--- src/sv/bcc_pkg.sv ---
// shared types and constants for the key-toggled rgb color cycler
// no dependencies
`default_nettype none

package bcc_pkg;

    typedef enum logic [1:0] {
        CMD_EDGE = 2'd0,
        CMD_POLL = 2'd1,
        CMD_TICK = 2'd2,
        CMD_RSVD = 2'd3
    } bcc_cmd_t;

    typedef enum logic [1:0] {
        PHASE_RG   = 2'd0,
        PHASE_GB   = 2'd1,
        PHASE_BR   = 2'd2,
        PHASE_NONE = 2'd3
    } bcc_phase_t;

    localparam logic [15:0] HOLD_MAX        = 16'hffff;
    localparam logic [7:0]  STEP_MAX        = 8'hff;
    localparam logic [15:0] LONG_PRESS_INIT = 16'd200;

    typedef struct packed {
        logic        seen_down;
        logic        seen_up;
        logic        key_held;
        logic [15:0] hold_count;
        logic        demo_active;
        logic        long_flag;
        bcc_phase_t  fade_phase;
        logic [7:0]  fade_step;
        logic [7:0]  red;
        logic [7:0]  green;
        logic [7:0]  blue;
    } bcc_state_t;

    typedef struct packed {
        logic [7:0] red;
        logic [7:0] green;
        logic [7:0] blue;
        logic       pwm_written;
        logic       demo_on;
        logic       long_press;
    } bcc_result_t;

endpackage

`default_nettype wire

--- src/sv/button_toggled_rgb_color_cycler_top.sv ---
// top level: input register, update core, result register, threshold register
// depends on bcc_pkg and bcc_core
//
// channel   dir  signals                       contents
// s_axis    in   s_tvalid s_tready s_tdata     tuser[1:0] cmd, tdata[0] key_level_low
//                s_tuser
// m_axis    out  m_tvalid m_tready m_tdata     red, green, blue, pwm_written, demo_on,
//                                              long_press
// cfg       in   cfg_we cfg_wdata              long_press_ticks
//
// one beat per cycle sustained while m_tready keeps the result register draining; an accepted
// beat goes to the input register, then through the single-pass update into the result register
// all cycler state updates when a beat moves from the input to the result register
// the input side stalls only when both registers hold beats and m_tready is low
// reset clears the valid flags and all cycler state, not the data registers; threshold returns to 200
`default_nettype none

module button_toggled_rgb_color_cycler_top
    import bcc_pkg::*;
(
    input  wire logic        clk,
    input  wire logic        rst_n,
    input  wire logic        s_tvalid,
    output logic             s_tready,
    input  wire logic [7:0]  s_tdata,   // [0] key_level_low
    input  wire logic [1:0]  s_tuser,   // [1:0] cmd
    output logic             m_tvalid,
    input  wire logic        m_tready,
    output logic [31:0]      m_tdata,   // [7:0] red, [15:8] green, [23:16] blue,
                                        // [24] pwm_written, [25] demo_on, [26] long_press
    input  wire logic        cfg_we,
    input  wire logic [15:0] cfg_wdata
);

    logic        in_valid_reg;
    logic [1:0]  in_cmd_reg;
    logic        in_level_reg;
    logic        out_valid_reg;
    bcc_result_t out_data_reg;
    logic [15:0] thresh_reg;
    logic        advance;
    bcc_result_t result;

    assign advance  = in_valid_reg && (!out_valid_reg || m_tready);
    assign s_tready = !in_valid_reg || advance;

    bcc_core u_core (
        .clk              (clk),
        .rst_n            (rst_n),
        .step_en          (advance),
        .cmd              (in_cmd_reg),
        .key_level_low    (in_level_reg),
        .long_press_ticks (thresh_reg),
        .result           (result)
    );

    always_ff @(posedge clk or negedge rst_n)
    begin
        if (!rst_n)
        begin
            in_valid_reg  <= 1'b0;
            out_valid_reg <= 1'b0;
            thresh_reg    <= LONG_PRESS_INIT;
        end
        else
        begin
            if (cfg_we)
            begin
                thresh_reg <= cfg_wdata;
            end
            if (s_tready)
            begin
                in_valid_reg <= s_tvalid;
            end
            if (advance)
            begin
                out_valid_reg <= 1'b1;
            end
            else if (m_tready)
            begin
                out_valid_reg <= 1'b0;
            end
        end
    end

    always_ff @(posedge clk)
    begin
        if (s_tready && s_tvalid)
        begin
            in_cmd_reg   <= s_tuser;
            in_level_reg <= s_tdata[0];
        end
        if (advance)
        begin
            out_data_reg <= result;
        end
    end

    assign m_tvalid = out_valid_reg;
    assign m_tdata  = {5'd0, out_data_reg.long_press, out_data_reg.demo_on,
                       out_data_reg.pwm_written, out_data_reg.blue,
                       out_data_reg.green, out_data_reg.red};

endmodule

`default_nettype wire

--- src/sv/bcc_core.sv ---
// state registers and single-pass update logic for one beat
// depends on bcc_pkg
`default_nettype none

module bcc_core
    import bcc_pkg::*;
(
    input  wire logic        clk,
    input  wire logic        rst_n,
    input  wire logic        step_en,
    input  wire logic [1:0]  cmd,
    input  wire logic        key_level_low,
    input  wire logic [15:0] long_press_ticks,
    output bcc_result_t      result
);

    bcc_state_t state_reg;
    bcc_state_t state_next;
    logic       written;

    always_comb
    begin
        bcc_cmd_t op;
        logic     is_poll;
        op         = bcc_cmd_t'(cmd);
        is_poll    = (op == CMD_POLL) || (op == CMD_TICK);
        state_next = state_reg;
        written    = 1'b0;

        if (op == CMD_EDGE)
        begin
            if (key_level_low)
            begin
                state_next.seen_down = 1'b1;
            end
            else
            begin
                state_next.seen_up = 1'b1;
            end
            state_next.key_held = key_level_low;
        end

        if (is_poll && state_reg.seen_down && state_reg.seen_up)
        begin
            state_next.seen_down  = 1'b0;
            state_next.seen_up    = 1'b0;
            state_next.hold_count = '0;
            state_next.demo_active = !state_reg.demo_active;
            if (state_reg.demo_active)
            begin
                state_next.red   = '0;
                state_next.green = '0;
                state_next.blue  = '0;
                written          = 1'b1;
            end
        end

        if (op == CMD_TICK)
        begin
            if (state_reg.key_held && (state_next.hold_count != HOLD_MAX))
            begin
                state_next.hold_count = state_next.hold_count + 16'd1;
            end
            if (state_next.demo_active && (state_reg.fade_phase != PHASE_NONE))
            begin
                if (state_reg.fade_step == STEP_MAX)
                begin
                    state_next.fade_step = '0;
                    case (state_reg.fade_phase)
                        PHASE_RG: state_next.fade_phase = PHASE_GB;
                        PHASE_GB: state_next.fade_phase = PHASE_BR;
                        default:  state_next.fade_phase = PHASE_RG;
                    endcase
                end
                else
                begin
                    case (state_reg.fade_phase)
                        PHASE_RG:
                        begin
                            state_next.red   = STEP_MAX - state_reg.fade_step;
                            state_next.green = state_reg.fade_step;
                            state_next.blue  = '0;
                        end
                        PHASE_GB:
                        begin
                            state_next.red   = '0;
                            state_next.green = STEP_MAX - state_reg.fade_step;
                            state_next.blue  = state_reg.fade_step;
                        end
                        default:
                        begin
                            state_next.red   = state_reg.fade_step;
                            state_next.green = '0;
                            state_next.blue  = STEP_MAX - state_reg.fade_step;
                        end
                    endcase
                    state_next.fade_step = state_reg.fade_step + 8'd1;
                    written              = 1'b1;
                end
            end
        end

        if (is_poll && state_reg.key_held && (state_next.hold_count >= long_press_ticks))
        begin
            state_next.long_flag = 1'b1;
        end
    end

    assign result.red         = state_next.red;
    assign result.green       = state_next.green;
    assign result.blue        = state_next.blue;
    assign result.pwm_written = written;
    assign result.demo_on     = state_next.demo_active;
    assign result.long_press  = state_next.long_flag;

    always_ff @(posedge clk or negedge rst_n)
    begin
        if (!rst_n)
        begin
            state_reg <= '0;
        end
        else if (step_en)
        begin
            state_reg <= state_next;
        end
    end

endmodule

`default_nettype wire

--- config.mk ---
export PLATFORM = sky130hd
export DESIGN_NAME = button_toggled_rgb_color_cycler_top
export DESIGN_NICKNAME = d
export VERILOG_FILES = /design/src/sv/bcc_pkg.sv /design/src/sv/button_toggled_rgb_color_cycler_top.sv /design/src/sv/bcc_core.sv
export SDC_FILE = /design/constraint.sdc
export NUM_CORES = 1
export LEC_CHECK = 0
export BUFFER_PORTS_ARGS = -buffer_cell sky130_fd_sc_hd__buf_2
export CAP_MARGIN = 10
export CORE_UTILIZATION = 59
export CTS_CLUSTER_DIAMETER = 50
export DETAILED_ROUTE_END_ITERATION = 10
export PLACE_DENSITY = 0.91
export REMOVE_ABC_BUFFERS = 1
export SETUP_SLACK_MARGIN = 0.5
export SLEW_MARGIN = 10
export SYNTH_ARGS = -nofsm -noshare
export SYNTH_HDL_FRONTEND = slang
export SYNTH_SLANG_ARGS = --single-unit
--- constraint.sdc ---
create_clock -name clk -period 3.9 [get_ports clk]
set_input_delay 1.17 -clock clk [delete_from_list [all_inputs] [get_ports clk]]
set_output_delay 1.17 -clock clk [all_outputs]
set_load 0.01 [all_outputs]
==> reports/qor.csv <==
stage;metric;value;unit
run;max-capacitance violation count;0;
critical_path;Setup Crit Path Kind;flip-flop to flip-flop;
floorplan;Die ar.;9770;um2
cts;cts hold-fix bufs;0;
global_routing;largest net degree at the start of global routing;34;
global_routing;number of global-route vias before repair;4167;
global_routing;antenna violations before repair;0;
global_routing;Congestion Overflow GR;0;
timing;Final Hold Vio Count;0;
yosys;top post-synthesis cells by area;dfrtp_1 (32%), edfxtp_1 (16%), ha_1 (4.7%);
timing;Setup Skew;0.00686;ns
critical_path;crit path DAT;3.81;ns
global_routing;first-pass GRT wire length;19600;um
floorplan;die height;98.9;um
finish;ant diodes;0;
timing;Max transition margin;37.1;%
timing;Setup TNS Final;0;ns
route;DRC violations left;0;
yosys;synthesized instance count;527;
critical_path;Reg2Reg Capture Point;m_tdata[26];
min_path;hold endpoint;u_core.state_reg[11];
global_routing;total global-route track usage;25.1;%
floorplan;IO Pins;65;
critical_path;FF-to-FF setup slack;0.34;ns
cts;Clock Latency Late Sink;0.38;ns
route;Detail Route Antenna Nets;0;
timing;f_max;281;MHz
yosys;post-synthesis sequential area ratio;49.4;%
yosys;post-synth top area share;31.7;%
finish;area grow syn2layout;13.0;%
cts;Sink Count;103;
cts;CTS buffer count;9;
finish;share of cells above drive strength 1;24.1;%
route;DR pass1 iterations;6;
route;Total Wirelength;12200;um
power;PD cells;469;nW/um2
yosys;Top FF cell, synth;dfrtp_1;
critical_path;R2R Path Start;in_cmd_reg[1];
cts;Reg clk slew, reported paths;0.10;ns
critical_path;WP data required;4.15;ns
yosys;Mapped Avg Cell Area;10.5;um2
place;final weighted congestion in routability-driven placement;0.855;
route;Avg WL per Cell;17.7;um
cts;TritonCTS clock tree;done;
yosys;number of synthesis warnings;0;
power;Worst VDD drop;216;uV
timing;hold slack;0.501;ns
critical_path;Worst Setup End Kind;flip-flop;
power;leakage power;0.00282;uW
timing;Final Max Slew Viols;0;
yosys;Distinct cells, synth;63;
cts;CTS H-tree depth;3;
yosys;FF+latch count, synth;103;
cts;clk buf depth;2;
place;hpwl dp;7410;um
cts;Root Buffer;clkbuf_8;
timing;Slew @ Worst Pin;0.944;ns
critical_path;startpoint type of the worst setup path;flip-flop;
finish;max reg flops;55;
timing;RSZ-0062 raised after global routing;yes;
floorplan;Initial Util;62.2;%
floorplan;num rows;34;
critical_path;crit-path max FO;6;
route;routed via count;4291;
floorplan;DIE WIDTH;98.9;um
yosys;Synth area leader;dfrtp_1;
yosys;Post-Syn Area;5530;um2
timing;min Tclk post-route;3.56;ns
place;port bufs;52;
timing;# setup viols final;0;
yosys;Post-synth EDFFs;30;
route;DRT iter0 DRCs;321;
yosys;ys async rst share;70.9;%
route;routed vias/inst;6.23;
finish;NumNets Final;628;
critical_path;Critical Path Source;in_cmd_reg[1];
finish;final core occ;70.3;%
timing;Final period util;91.2;%
min_path;HP Start;u_core.state_reg[11];
floorplan;core area;8890;um2
status;outcome;finished, final reports clean;
min_path;worst hold stages;1;
critical_path;worst r2r path cells;18;
min_path;Min-Delay Path Class;flip-flop to flip-flop;
## worst max-delay path by stage
stage / slack (ns) / endpoint / depth (start not counted)
2_1_floorplan: 0.02 / m_tdata[26] / 16
3_3_place_gp: 0.18 / m_tdata[26] / 17
3_5_place_dp: 0.11 / m_tdata[26] / 17
4_1_cts: 0.48 / m_tdata[26] / 17
5_1_grt: 0.21 / m_tdata[26] / 18
6_report: 0.34 / m_tdata[26] / 18
## routing by layer
layer / vias up / GRT usage (%) / wire [um] / share of wire (%)
li1: 1992 / - / - / -
met1: 2091 / 31.0 / 4950 / 41
met2: 164 / 43.4 / 6290 / 52
met3: 44 / 5.04 / 590 / 4.8
met4: 0 / 10.1 / 375 / 3.1
met5: - / 0 / 0 / 0
## cells in the final DEF (no fill, tap or decap), types with 4 or more instances in the layout
| master | netlist | routed |
|---|---|---|
| dfrtp_1 | 70 | 70 |
| buf_2 | 13 | 52 |
| nand2_1 | 47 | 46 |
| nor2_1 | 33 | 32 |
| edfxtp_1 | 30 | 30 |
| a22o_1 | 27 | 27 |
| a21oi_1 | 25 | 23 |
| o21ai_0 | 23 | 23 |
| inv_1 | 23 | 21 |
| buf_4 | 10 | 21 |
| a21o_1 | 19 | 19 |
| ha_1 | 21 | 19 |
| nand3_1 | 14 | 12 |
| xor2_1 | 12 | 12 |
| nor3_1 | 12 | 11 |
| xnor2_1 | 10 | 10 |
| a32o_1 | 9 | 9 |
| clkbuf_8 | 0 | 9 |
| mux2i_1 | 8 | 8 |
| o211ai_1 | 7 | 7 |
| nand4_1 | 6 | 6 |
| and2_1 | 8 | 6 |
| nand2b_1 | 7 | 6 |
| o21ai_1 | 6 | 6 |
| mux2_2 | 5 | 5 |
| conb_1 | 1 | 5 |
| or4_1 | 4 | 4 |
## area by class of cell
class	count	area [um2]
fill	586	2640
multi-input combinational	362	2640
sequential	103	2730
inverter	24	90.1
timing repair buffer	76	452
clock buffer	9	124
tap	108	135
clock inverter	7	81.3
## worst max-delay path, stage by stage (launching register included)
cell       delay (ns)
edfxtp_1         0.38
inv_2            0.05
ha_4             0.28
nand3_4          0.08
and2_4           0.16
ha_4             0.16
and3_4           0.19
nand2_4          0.09
o211ai_4         0.12
buf_6            0.16
or3_4            0.34
a21oi_2          0.20
ha_1             0.18
nand4_1          0.16
buf_4            0.18
nor2_4           0.07
o2111ai_2        0.10
o211ai_1         0.33
a31o_2           0.20
## logic make-up (layout without fill, tap and decap cells)
group           after synthesis  count (layout)  synth area share, %
compound gates              143             143                 19.0
xor+xnor                     22              22                 3.48
fa+ha+maj                    21              21                 4.75
buf+inv                      66             116                 5.99
flops                       103             103                 49.4
mux                          14              14                 2.67
other cells                   1               5               0.0678
simple gates                157             157                 14.7
## cells in the mapped netlist, types with 9 or more instances
cell type  count
nand3_1       14
buf_4         10
xnor2_1       10
a21o_1        19
o21ai_0       23
clkbuf_1      13
a22o_1        27
nor2_1        33
a21oi_1       25
nand2_1       47
a32o_1         9
inv_1         23
xor2_1        12
edfxtp_1      30
dfrtp_1       70
buf_2         13
nor3_1        12
ha_1          21
## metrics by stage
| stage | cell area (um2) | power [uW] | instances | setup WS (ns) |
|---|---|---|---|---|
| CTS | 6130 | 2870 | 682 | 0.484 |
| detailed placement | 5790 | 2130 | 660 | 0.108 |
| floorplan | 5310 | 1910 | 489 | 0.0211 |
| finish | 6250 | 2930 | 689 | 0.341 |
| global route | 6250 | 3070 | 689 | 0.214 |
| global placement | 5790 | 2080 | 660 | 0.183 |
## report_power, final
group	internal (uW)	switching [uW]	total, uW
clock	306	396	701
combinational	366	420	786
sequential	1300	141	1440
## timing repair
item | CTS | global route
setup buffers | 6 | 7
setup endpoints to repair | 7 | 34
resized for setup | 20 | 14
pin swaps | 13 | 12
No activity file was read; power rests on OpenSTA's default activity.
